$ cat src/rtl/core/learned_route_forward_table_top_assert.svh
// ----------------------------------------------------------------------------
// Learned route forwarding table: assertion macros
// Shared concurrent assertion forms, clocked on aclk and disabled in reset.
// ----------------------------------------------------------------------------
`ifndef LEARNED_ROUTE_FORWARD_TABLE_TOP_ASSERT_SVH
`define LEARNED_ROUTE_FORWARD_TABLE_TOP_ASSERT_SVH

// The consequent must hold in the same cycle as the antecedent.
`define LRFT_ASSERT_SAME(label, ante, cons, msg) \
    label: assert property (@(posedge aclk) disable iff (!aresetn) \
        (ante) |-> (cons)) else $error(msg);

// The consequent must hold in the cycle after the antecedent.
`define LRFT_ASSERT_NEXT(label, ante, cons, msg) \
    label: assert property (@(posedge aclk) disable iff (!aresetn) \
        (ante) |=> (cons)) else $error(msg);

`endif

$ cat src/rtl/core/lrft_pkg.sv
// ----------------------------------------------------------------------------
// Learned route forwarding table: package
// Widths, codes, score weights and the types shared by the controller,
// the datapath and the top level.
// ----------------------------------------------------------------------------
package lrft_pkg;

    localparam int TABLE_ENTRIES_DEF = 16;

    localparam int ADDR_W      = 16;
    localparam int ENERGY_W    = 7;
    localparam int LQI_W       = 8;
    localparam int HOPS_W      = 8;
    localparam int SEQ_W       = 16;
    localparam int ID_W        = 16;
    localparam int CODE_W      = 3;
    localparam int NSIZE_W     = 8;
    localparam int CFG_INDEX_W = 8;
    localparam int CFG_DATA_W  = 16;
    localparam int IN_TDATA_W  = 88;
    localparam int OUT_TDATA_W = 56;

    localparam int INNER_W = 16;
    localparam int HOPT_W  = 22;
    localparam int SCORE_W = 24;
    localparam int CMP_W   = 28;

    localparam logic KIND_INSTALL = 1'b0;
    localparam logic KIND_HEADER  = 1'b1;

    localparam logic [CODE_W-1:0] LEARN_NONE     = 3'd0;
    localparam logic [CODE_W-1:0] LEARN_NEW      = 3'd1;
    localparam logic [CODE_W-1:0] LEARN_REPLACED = 3'd2;
    localparam logic [CODE_W-1:0] LEARN_KEPT     = 3'd3;
    localparam logic [CODE_W-1:0] LEARN_FULL     = 3'd4;

    localparam logic [CODE_W-1:0] ACT_NONE      = 3'd0;
    localparam logic [CODE_W-1:0] ACT_DELIVERED = 3'd1;
    localparam logic [CODE_W-1:0] ACT_FORWARD   = 3'd2;
    localparam logic [CODE_W-1:0] ACT_BLOCKED   = 3'd3;
    localparam logic [CODE_W-1:0] ACT_NO_ROUTE  = 3'd4;
    localparam logic [CODE_W-1:0] ACT_MALFORMED = 3'd5;

    localparam logic [CFG_INDEX_W-1:0] CFG_MY_ADDRESS   = 8'd0;
    localparam logic [CFG_INDEX_W-1:0] CFG_NETWORK_SIZE = 8'd1;

    localparam logic [ADDR_W-1:0]  MY_ADDRESS_RST   = 16'd1;
    localparam logic [NSIZE_W-1:0] NETWORK_SIZE_RST = 8'd4;

    localparam logic [ENERGY_W-1:0] LEARN_ENERGY = 7'd100;
    localparam logic [HOPS_W-1:0]   LEARN_HOPS   = 8'd1;

    localparam logic [INNER_W-1:0] LQI_COEF        = 16'd100;
    localparam logic [INNER_W-1:0] ENERGY_COEF     = 16'd153;
    localparam logic [INNER_W-1:0] NEW_ENERGY_TERM = 16'd15300;
    localparam logic [HOPT_W-1:0]  HOP_WEIGHT      = 22'd10200;

    typedef struct packed {
        logic [ADDR_W-1:0]   dst;
        logic [ADDR_W-1:0]   next;
        logic [ENERGY_W-1:0] energy;
        logic [LQI_W-1:0]    lqi;
        logic [HOPS_W-1:0]   hops;
    } route_t;

    typedef struct packed {
        logic              capture;
        logic              rd_en;
        logic              key_dst;
        logic              wr_en;
        logic              wr_use_hit;
        logic              fwd_set;
        logic              out_load;
        logic [CODE_W-1:0] learn_code;
        logic [CODE_W-1:0] action_code;
    } dp_cmd_t;

    typedef struct packed {
        logic kind;
        logic header_ok;
        logic sender_is_me;
        logic dst_is_me;
        logic hit;
        logic free_found;
        logic better;
        logic next_is_sender;
    } dp_stat_t;

endpackage

$ cat src/rtl/core/learned_route_forward_table_top.sv
// A header that learns and then looks up scans the table twice, an install scans
// it once and a malformed header goes straight to the result; each lookup scans
// one table entry per cycle. One item at a time: the next is accepted no earlier
// than the cycle after the result is loaded, and the load waits while the result
// register still holds an unaccepted result.
// Reset clears the valid bits, the id counter and the handshakes, not the memory.
// ----------------------------------------------------------------------------
// Learned route forwarding table: top level
// Stream ports, configuration registers, controller and datapath.
// ----------------------------------------------------------------------------
module learned_route_forward_table_top #(
    parameter int TABLE_ENTRIES = lrft_pkg::TABLE_ENTRIES_DEF
) (
    input  logic                                  aclk,
    input  logic                                  aresetn,
    input  logic                                  s_tvalid,
    output logic                                  s_tready,
    // sender_addr, dst_addr, next_hop, energy, link_quality, hop_count,
    // seq_num, header_ok
    input  logic [lrft_pkg::IN_TDATA_W-1:0]       s_tdata,
    // kind
    input  logic [0:0]                            s_tuser,
    output logic                                  m_tvalid,
    input  logic                                  m_tready,
    // learn_status, forward_action, forward_hop, seq_out, entry_id, zero fill
    output logic [lrft_pkg::OUT_TDATA_W-1:0]      m_tdata,
    input  logic                                  cfg_valid,
    output logic                                  cfg_ready,
    input  logic [lrft_pkg::CFG_INDEX_W-1:0]      cfg_index,
    input  logic [lrft_pkg::CFG_DATA_W-1:0]       cfg_data
);
    import lrft_pkg::*;

    logic [ADDR_W-1:0]  my_addr_reg;
    logic [NSIZE_W-1:0] net_size_reg;

    dp_cmd_t                          cmd;
    dp_stat_t                         stat;
    logic [$clog2(TABLE_ENTRIES)-1:0] rd_addr;

    logic                      res_no_fwd;
    logic                      res_no_write;
    logic [ADDR_W+SEQ_W-1:0]   res_hop_seq;
    logic [ID_W-1:0]           res_id;

    assign cfg_ready = 1'b1;

    always_ff @(posedge aclk) begin
        if (!aresetn) begin
            my_addr_reg  <= MY_ADDRESS_RST;
            net_size_reg <= NETWORK_SIZE_RST;
        end else if (cfg_valid && cfg_ready) begin
            case (cfg_index)
                CFG_MY_ADDRESS:   my_addr_reg  <= cfg_data;
                CFG_NETWORK_SIZE: net_size_reg <= cfg_data[NSIZE_W-1:0];
                default: begin
                end
            endcase
        end
    end

    lrft_controller #(
        .TABLE_ENTRIES(TABLE_ENTRIES)
    ) u_ctrl (
        .aclk    (aclk),
        .aresetn (aresetn),
        .s_tvalid(s_tvalid),
        .s_tready(s_tready),
        .m_tvalid(m_tvalid),
        .m_tready(m_tready),
        .stat    (stat),
        .cmd     (cmd),
        .rd_addr (rd_addr)
    );

    lrft_datapath #(
        .TABLE_ENTRIES(TABLE_ENTRIES)
    ) u_dp (
        .aclk     (aclk),
        .aresetn  (aresetn),
        .cmd      (cmd),
        .rd_addr  (rd_addr),
        .in_tdata (s_tdata),
        .in_tuser (s_tuser[0]),
        .my_addr  (my_addr_reg),
        .net_size (net_size_reg),
        .stat     (stat),
        .out_tdata(m_tdata)
    );

    assign res_no_fwd   = m_tvalid && (m_tdata[5:3] != ACT_FORWARD);
    assign res_no_write = m_tvalid && !(m_tdata[2:0] inside {LEARN_NEW, LEARN_REPLACED});
    assign res_hop_seq  = m_tdata[37:6];
    assign res_id       = m_tdata[53:38];

`include "learned_route_forward_table_top_assert.svh"

    `LRFT_ASSERT_NEXT(a_busy_after_accept, s_tvalid && s_tready, !s_tready, "accepted while busy")
    `LRFT_ASSERT_SAME(a_hop_only_on_forward, res_no_fwd, res_hop_seq == '0, "hop without forward")
    `LRFT_ASSERT_SAME(a_id_only_on_write, res_no_write, res_id == '0, "entry id without a write")

endmodule

$ cat src/rtl/core/lrft_datapath.sv
// ----------------------------------------------------------------------------
// Learned route forwarding table: datapath
// Item registers, route memory with valid bits, scan match logic, score
// pipeline, entry id counter and the result register.
// ----------------------------------------------------------------------------
module lrft_datapath #(
    parameter int TABLE_ENTRIES = lrft_pkg::TABLE_ENTRIES_DEF
) (
    input  logic                                 aclk,
    input  logic                                 aresetn,
    input  lrft_pkg::dp_cmd_t                    cmd,
    input  logic [$clog2(TABLE_ENTRIES)-1:0]     rd_addr,
    input  logic [lrft_pkg::IN_TDATA_W-1:0]      in_tdata,
    input  logic                                 in_tuser,
    input  logic [lrft_pkg::ADDR_W-1:0]          my_addr,
    input  logic [lrft_pkg::NSIZE_W-1:0]         net_size,
    output lrft_pkg::dp_stat_t                   stat,
    output logic [lrft_pkg::OUT_TDATA_W-1:0]     out_tdata
);
    import lrft_pkg::*;

    localparam int IDX_W = $clog2(TABLE_ENTRIES);

    logic                kind_reg;
    logic [ADDR_W-1:0]   sender_reg;
    logic [ADDR_W-1:0]   dst_reg;
    logic [ADDR_W-1:0]   next_reg;
    logic [ENERGY_W-1:0] energy_reg;
    logic [LQI_W-1:0]    lqi_reg;
    logic [HOPS_W-1:0]   hops_reg;
    logic [SEQ_W-1:0]    seq_reg;
    logic                hok_reg;

    route_t                   mem [TABLE_ENTRIES];
    route_t                   rd_q_reg;
    logic                     rd_pend_reg;
    logic [IDX_W-1:0]         rd_idx_reg;
    logic [TABLE_ENTRIES-1:0] valid_reg;

    logic             hit_reg;
    logic             free_reg;
    logic [IDX_W-1:0] hit_idx_reg;
    logic [IDX_W-1:0] free_idx_reg;
    route_t           hit_entry_reg;

    logic [ID_W-1:0]   id_cnt_reg;
    logic [ID_W-1:0]   eid_reg;
    logic [ADDR_W-1:0] fhop_reg;
    logic [SEQ_W-1:0]  sout_reg;
    logic [OUT_TDATA_W-1:0] out_data_reg;

    logic [INNER_W-1:0] inner_old_reg, inner_old_next;
    logic [INNER_W-1:0] inner_new_reg, inner_new_next;
    logic [HOPT_W-1:0]  hopt_old_reg, hopt_old_next;
    logic [HOPT_W-1:0]  hopt_new_reg, hopt_new_next;
    logic [SCORE_W-1:0] score_old_reg, score_old_next;
    logic [SCORE_W-1:0] score_new_reg, score_new_next;

    logic [NSIZE_W-1:0] n_eff;
    logic [ADDR_W-1:0]  key;
    logic               match;
    logic               empty;
    logic [IDX_W-1:0]   wr_idx;
    route_t             wr_entry;
    logic [HOPS_W-1:0]  hop_diff;

    assign n_eff = (net_size == '0) ? NSIZE_W'(1) : net_size;
    assign key   = (cmd.key_dst || kind_reg == KIND_INSTALL) ? dst_reg : sender_reg;
    assign match = rd_pend_reg && valid_reg[rd_idx_reg] && (rd_q_reg.dst == key);
    assign empty = rd_pend_reg && !valid_reg[rd_idx_reg];
    assign wr_idx = cmd.wr_use_hit ? hit_idx_reg : free_idx_reg;
    assign hop_diff = n_eff - hit_entry_reg.hops;

    always_comb begin
        if (kind_reg == KIND_INSTALL) begin
            wr_entry = '{dst: dst_reg, next: next_reg, energy: energy_reg,
                         lqi: lqi_reg, hops: hops_reg};
        end else begin
            wr_entry = '{dst: sender_reg, next: sender_reg, energy: LEARN_ENERGY,
                         lqi: lqi_reg, hops: LEARN_HOPS};
        end
    end

    always_comb begin
        inner_old_next = INNER_W'({8'd0, hit_entry_reg.lqi} * LQI_COEF)
                       + INNER_W'({9'd0, hit_entry_reg.energy} * ENERGY_COEF);
        inner_new_next = INNER_W'({8'd0, lqi_reg} * LQI_COEF) + NEW_ENERGY_TERM;
        if (hit_entry_reg.hops < n_eff) begin
            hopt_old_next = HOPT_W'(HOPT_W'(hop_diff) * HOP_WEIGHT);
        end else begin
            hopt_old_next = '0;
        end
        if (n_eff > NSIZE_W'(1)) begin
            hopt_new_next = HOPT_W'(HOPT_W'(n_eff - NSIZE_W'(1)) * HOP_WEIGHT);
        end else begin
            hopt_new_next = '0;
        end
        score_old_next = SCORE_W'(SCORE_W'(n_eff) * SCORE_W'(inner_old_reg))
                       + SCORE_W'(hopt_old_reg);
        score_new_next = SCORE_W'(SCORE_W'(n_eff) * SCORE_W'(inner_new_reg))
                       + SCORE_W'(hopt_new_reg);
    end

    always_ff @(posedge aclk) begin
        inner_old_reg <= inner_old_next;
        inner_new_reg <= inner_new_next;
        hopt_old_reg  <= hopt_old_next;
        hopt_new_reg  <= hopt_new_next;
        score_old_reg <= score_old_next;
        score_new_reg <= score_new_next;
    end

    always_ff @(posedge aclk) begin
        if (cmd.capture) begin
            kind_reg   <= in_tuser;
            sender_reg <= in_tdata[15:0];
            dst_reg    <= in_tdata[31:16];
            next_reg   <= in_tdata[47:32];
            energy_reg <= in_tdata[54:48];
            lqi_reg    <= in_tdata[62:55];
            hops_reg   <= in_tdata[70:63];
            seq_reg    <= in_tdata[86:71];
            hok_reg    <= in_tdata[87];
        end
    end

    always_ff @(posedge aclk) begin
        if (cmd.wr_en) begin
            mem[wr_idx] <= wr_entry;
        end
        if (cmd.rd_en) begin
            rd_q_reg <= mem[rd_addr];
        end
    end

    always_ff @(posedge aclk) begin
        rd_idx_reg <= rd_addr;
        if (match && !hit_reg) begin
            hit_idx_reg   <= rd_idx_reg;
            hit_entry_reg <= rd_q_reg;
        end
        if (empty && !free_reg) begin
            free_idx_reg <= rd_idx_reg;
        end
    end

    always_ff @(posedge aclk) begin
        if (!aresetn) begin
            rd_pend_reg <= 1'b0;
            valid_reg   <= '0;
            hit_reg     <= 1'b0;
            free_reg    <= 1'b0;
            id_cnt_reg  <= '0;
        end else begin
            rd_pend_reg <= cmd.rd_en;
            if (cmd.rd_en && rd_addr == '0) begin
                hit_reg  <= 1'b0;
                free_reg <= 1'b0;
            end else begin
                if (match) begin
                    hit_reg <= 1'b1;
                end
                if (empty) begin
                    free_reg <= 1'b1;
                end
            end
            if (cmd.wr_en) begin
                valid_reg[wr_idx] <= 1'b1;
                id_cnt_reg        <= id_cnt_reg + ID_W'(1);
            end
        end
    end

    always_ff @(posedge aclk) begin
        if (cmd.capture) begin
            eid_reg  <= '0;
            fhop_reg <= '0;
            sout_reg <= '0;
        end else begin
            if (cmd.wr_en) begin
                eid_reg <= id_cnt_reg;
            end
            if (cmd.fwd_set) begin
                fhop_reg <= hit_entry_reg.next;
                sout_reg <= seq_reg;
            end
        end
        if (cmd.out_load) begin
            out_data_reg <= {2'b00, eid_reg, sout_reg, fhop_reg,
                             cmd.action_code, cmd.learn_code};
        end
    end

    assign out_tdata = out_data_reg;

    assign stat.kind           = kind_reg;
    assign stat.header_ok      = hok_reg;
    assign stat.sender_is_me   = (sender_reg == my_addr);
    assign stat.dst_is_me      = (dst_reg == my_addr);
    assign stat.hit            = hit_reg;
    assign stat.free_found     = free_reg;
    assign stat.better         = (CMP_W'(score_new_reg) * CMP_W'(10))
                               > (CMP_W'(score_old_reg) * CMP_W'(11));
    assign stat.next_is_sender = (hit_entry_reg.next == sender_reg);

endmodule

$ cat src/rtl/core/lrft_controller.sv
// ----------------------------------------------------------------------------
// Learned route forwarding table: controller
// Sequences the table scans, the score compare, the table write and the
// forwarding decision, and holds the result handshake.
// ----------------------------------------------------------------------------
module lrft_controller #(
    parameter int TABLE_ENTRIES = lrft_pkg::TABLE_ENTRIES_DEF
) (
    input  logic                             aclk,
    input  logic                             aresetn,
    input  logic                             s_tvalid,
    output logic                             s_tready,
    output logic                             m_tvalid,
    input  logic                             m_tready,
    input  lrft_pkg::dp_stat_t               stat,
    output lrft_pkg::dp_cmd_t                cmd,
    output logic [$clog2(TABLE_ENTRIES)-1:0] rd_addr
);
    import lrft_pkg::*;

    localparam int IDX_W = $clog2(TABLE_ENTRIES);
    localparam logic [IDX_W-1:0] LAST_IDX = IDX_W'(TABLE_ENTRIES - 1);

    localparam logic [3:0] ST_IDLE    = 4'd0;
    localparam logic [3:0] ST_START   = 4'd1;
    localparam logic [3:0] ST_SCAN_A  = 4'd2;
    localparam logic [3:0] ST_DRAIN_A = 4'd3;
    localparam logic [3:0] ST_SC0     = 4'd4;
    localparam logic [3:0] ST_SC1     = 4'd5;
    localparam logic [3:0] ST_DECIDE  = 4'd6;
    localparam logic [3:0] ST_LKUP    = 4'd7;
    localparam logic [3:0] ST_SCAN_B  = 4'd8;
    localparam logic [3:0] ST_DRAIN_B = 4'd9;
    localparam logic [3:0] ST_LOOK    = 4'd10;
    localparam logic [3:0] ST_FINISH  = 4'd11;

    logic [3:0]        state_reg, state_next;
    logic [IDX_W-1:0]  idx_reg, idx_next;
    logic [CODE_W-1:0] learn_reg, learn_next;
    logic [CODE_W-1:0] action_reg, action_next;
    logic              out_valid_reg, out_valid_next;

    always_comb begin
        state_next  = state_reg;
        idx_next    = idx_reg;
        learn_next  = learn_reg;
        action_next = action_reg;
        cmd         = '0;
        cmd.learn_code  = learn_reg;
        cmd.action_code = action_reg;
        s_tready    = 1'b0;
        case (state_reg)
            ST_IDLE: begin
                s_tready = 1'b1;
                if (s_tvalid) begin
                    cmd.capture = 1'b1;
                    learn_next  = LEARN_NONE;
                    action_next = ACT_NONE;
                    state_next  = ST_START;
                end
            end
            ST_START: begin
                idx_next = '0;
                if (stat.kind == KIND_INSTALL) begin
                    state_next = ST_SCAN_A;
                end else if (!stat.header_ok) begin
                    action_next = ACT_MALFORMED;
                    state_next  = ST_FINISH;
                end else if (stat.sender_is_me) begin
                    state_next = ST_LKUP;
                end else begin
                    state_next = ST_SCAN_A;
                end
            end
            ST_SCAN_A: begin
                cmd.rd_en = 1'b1;
                idx_next  = idx_reg + IDX_W'(1);
                if (idx_reg == LAST_IDX) begin
                    state_next = ST_DRAIN_A;
                end
            end
            ST_DRAIN_A: begin
                state_next = ST_SC0;
            end
            ST_SC0: begin
                state_next = ST_SC1;
            end
            ST_SC1: begin
                state_next = ST_DECIDE;
            end
            ST_DECIDE: begin
                cmd.wr_use_hit = stat.hit;
                if (stat.hit) begin
                    if (stat.kind == KIND_INSTALL || stat.better) begin
                        cmd.wr_en  = 1'b1;
                        learn_next = LEARN_REPLACED;
                    end else begin
                        learn_next = LEARN_KEPT;
                    end
                end else if (stat.free_found) begin
                    cmd.wr_en  = 1'b1;
                    learn_next = LEARN_NEW;
                end else begin
                    learn_next = LEARN_FULL;
                end
                state_next = (stat.kind == KIND_INSTALL) ? ST_FINISH : ST_LKUP;
            end
            ST_LKUP: begin
                idx_next = '0;
                if (stat.dst_is_me) begin
                    action_next = ACT_DELIVERED;
                    state_next  = ST_FINISH;
                end else begin
                    state_next = ST_SCAN_B;
                end
            end
            ST_SCAN_B: begin
                cmd.rd_en   = 1'b1;
                cmd.key_dst = 1'b1;
                idx_next    = idx_reg + IDX_W'(1);
                if (idx_reg == LAST_IDX) begin
                    state_next = ST_DRAIN_B;
                end
            end
            ST_DRAIN_B: begin
                cmd.key_dst = 1'b1;
                state_next  = ST_LOOK;
            end
            ST_LOOK: begin
                if (!stat.hit) begin
                    action_next = ACT_NO_ROUTE;
                end else if (stat.next_is_sender) begin
                    action_next = ACT_BLOCKED;
                end else begin
                    action_next = ACT_FORWARD;
                    cmd.fwd_set = 1'b1;
                end
                state_next = ST_FINISH;
            end
            ST_FINISH: begin
                if (!out_valid_reg || m_tready) begin
                    cmd.out_load = 1'b1;
                    state_next   = ST_IDLE;
                end
            end
            default: begin
                state_next = ST_IDLE;
            end
        endcase
    end

    always_comb begin
        if (cmd.out_load) begin
            out_valid_next = 1'b1;
        end else if (m_tready) begin
            out_valid_next = 1'b0;
        end else begin
            out_valid_next = out_valid_reg;
        end
    end

    always_ff @(posedge aclk) begin
        if (!aresetn) begin
            state_reg     <= ST_IDLE;
            idx_reg       <= '0;
            learn_reg     <= LEARN_NONE;
            action_reg    <= ACT_NONE;
            out_valid_reg <= 1'b0;
        end else begin
            state_reg     <= state_next;
            idx_reg       <= idx_next;
            learn_reg     <= learn_next;
            action_reg    <= action_next;
            out_valid_reg <= out_valid_next;
        end
    end

    assign rd_addr  = idx_reg;
    assign m_tvalid = out_valid_reg;

endmodule
$ cat config.mk
export PLATFORM = sky130hd
export DESIGN_NAME = learned_route_forward_table_top
export DESIGN_NICKNAME = d
export VERILOG_FILES = /design/src/rtl/core/lrft_pkg.sv /design/src/rtl/core/learned_route_forward_table_top.sv /design/src/rtl/core/lrft_datapath.sv /design/src/rtl/core/lrft_controller.sv
export VERILOG_INCLUDE_DIRS = /design/src /design/src/rtl/core
export SDC_FILE = /design/constraint.sdc
export NUM_CORES = 2
export LEC_CHECK = 0
export ABC_AREA = 1
export BUFFER_PORTS_ARGS = -buffer_cell sky130_fd_sc_hd__buf_2
export CORE_ASPECT_RATIO = 1.1
export CORE_MARGIN = 3
export CORE_UTILIZATION = 55
export DETAILED_ROUTE_END_ITERATION = 6
export PLACE_DENSITY = 0.76
export SLEW_MARGIN = 20
export SYNTH_ARGS = -nofsm -noshare
export SYNTH_HDL_FRONTEND = slang
export SYNTH_SLANG_ARGS = --single-unit
$ cat constraint.sdc
create_clock -name aclk -period 9.95 [get_ports aclk]
set_input_delay 0.995 -clock aclk [delete_from_list [all_inputs] [get_ports aclk]]
set_output_delay 0.995 -clock aclk [all_outputs]
set_load 0.01 [all_outputs]
==> reports/metrics.csv <==
metric,value,unit
status,"finished, final reports clean",
crit_type,reg -> reg,
worst_pin_slew,1.11,ns
power.density,218,mW/mm^2
grt_pass1_vias,48554,
grt.overflow.total,0,
synth-adder-area-share,15.7,%
clk_pin_slew,0.06,ns
fin_crit_sh,74.5,%
crit_slowest_cell,nand3_2,
largest_reg_flops,880,
grt_pass1_wl,266000,microns
r2r-start,u_dp.score_old_reg[4],
htree_levels,4,
hp-class,in -> reg,
async_reset_ff_share,0,%
worst_r2r_path_depth,26,
cp_common_cell,nand2_1,
clkSinkCount,1365,
clock_latency,0.77,ns
syn_area_per_cell,10.7,sq um
ios,177,
num_rows,137,
cp_max_fo,55,
die_w,348,microns
hold_viol,0,
max_freq,135,MHz
setup_tns,0,ns
drt_pass1_iterations,6,
synthCells,6583,
grt_max_degree,251,
crit_path_end,u_dp.mem[3][45],
cts_resized,0,
drt_wl_total,169000,microns
synth_top_family_by_area,adder cells,
critPathArrivalTime,7.80,ns
rsz0062_at_grt,false,
dp_cells,8184,
synth_top_area_cell,edfxtp_1,
final_common_cell,edfxtp_1,
vias,48466,
start_kind,register,
slew_headroom,25.7,%
wire_per_inst,20.0,microns
synth_area,0.0707,sq mm
synth_compound_area_share,9.51,%
critPathLaunch,u_dp.score_old_reg[4],
dieArea,0.133,sq mm
drc_errors,0,
final_max_slew_viol_count,0,
finalSetupViolCount,0,
die_y,382,microns
routabilityCongestion,0.891,
portBuffers,173,
finalPower,16.9,mW
coreArea,0.127,sq mm
cts_setup_buffers,0,
ys_warn_count,0,
synth-edff-count,1125,
synth_xor_area_share,2.22,%
grtUsageTotal,25.4,%
whs,0.399,ns
finClkSkew,0.0299,ns
cts_tree,built,
yosysTopAreaCellShare,47.8,%
synth_area_leaders,"edfxtp_1, fa_1, ha_1",
postCtsHoldBufs,0,
fin_util,60.9,%
cp-end-kind,register,
drive_gt1_share,7.79,%
initial_core_util,55.6,%
drv_cap,0,
min_period,7.41,ns
ys_seq_elements,1365,
layout_common_cells,"edfxtp_1, inv_1, nand2_1",
ant_nets,0,
hpwl,108000,microns
nets,7477,
antenna_found_initial,5,
clk_path_buf_depth,3,
synth_mux_area_share,0,%
clock-root-buffer,clkbuf_16,
via_per_inst,5.74,
leakage,31.9,nW
first_iter_violations,4763,
instances_no_fill,8438,
reg2reg_slack,2.54,ns
yosysSeqAreaShare,54.6,%
rr_endpoint,u_dp.mem[3][45],
ir_drop,0.220,mV
synth_cell_type_count,59,
area_growth,9.51,%
critical-path-max-stage-delay,0.71,ns
required,10.33,ns
ys.flop_type,edfxtp_1,
cts_made_buffers,138,
synth-simple-area-share,11.2,%
per-stage QoR:
step	worst slack, ns	area (sq um)
after floorplan	1.87	70700
after global placement	2.60	73000
after detailed placement	2.61	73000
after CTS	2.57	77400
after global routing	2.03	77400
final	2.54	77400
synthesized netlist by cell type (27+ instances only):
cell type,n
a21oi_1,228
buf_2,35
clkbuf_1,215
clkbuf_2,27
dfxtp_1,240
edfxtp_1,1125
fa_1,309
ha_1,394
inv_1,928
nand2_1,866
nand3_1,186
nand4_1,72
nor2_1,704
o211ai_1,42
o21ai_0,594
o221ai_1,88
o22ai_1,132
xnor2_1,85
xor2_1,94
cell type report:
class	count	area (sq um)
Antenna cell	2	5.00
Multi-Input combinational cell	3986	27500
Clock inverter	77	736
Inverter	935	3540
Sequential cell	1365	38600
Clock buffer	175	3690
Timing Repair Buffer	230	1320
Fill cell	9882	49800
Tap cell	1668	2090
worst max-delay path: cells and delay by family (launching register included):
| kind | cells | cell delay [ns] |
|---|---|---|
| buffers and inverters | 3 | 0.72 |
| adder cells (fa/ha/maj) | 4 | 1.38 |
| flip-flops | 1 | 0.34 |
| AO/OA/AOI/OAI | 6 | 1.27 |
| AND/OR/NAND/NOR | 13 | 3.23 |
how the worst min path moves through the flow:
stage	from	to	slack, ns	depth (start not counted)
after global placement	u_dp.rd_q_reg[21]	u_dp.hit_entry_reg[21]	0.40	0
after CTS	s_tdata[13]	u_dp.sender_reg[13]	0.34	1
final	s_tdata[9]	u_dp.sender_reg[9]	0.40	1
after detailed placement	u_dp.rd_q_reg[1]	u_dp.hit_entry_reg[1]	0.40	0
after floorplan	u_ctrl.rd_addr[2]	u_dp.rd_idx_reg[2]	0.33	0
after global routing	s_tdata[4]	u_dp.sender_reg[4]	0.37	1
power breakdown:
part	total (mW)	switching [mW]	internal, mW
sequential	7.18	0.309	6.87
combinational	4.66	3.15	1.51
clock	5.07	2.20	2.87
per-layer routing:
layer / part of all wire, % / GRT usage (%) / vias up
li1: - / - / 22397
met1: 39 / 32.6 / 23683
met2: 50 / 43.3 / 2003
met3: 7.2 / 3.86 / 381
met4: 3.8 / 10.1 / 2
met5: 0.0077 / 0 / -
cells by family (layout without fill, tap and decap cells):
group	after synthesis	after routing
AND/OR/NAND/NOR	1923	1923
flip-flops	1365	1365
buffers and inverters	1234	1417
AO/OA/AOI/OAI	1177	1177
adder cells (fa/ha/maj)	703	703
XOR/XNOR	179	179
other	2	6
Note: power is estimated with default switching activity, not from simulation.
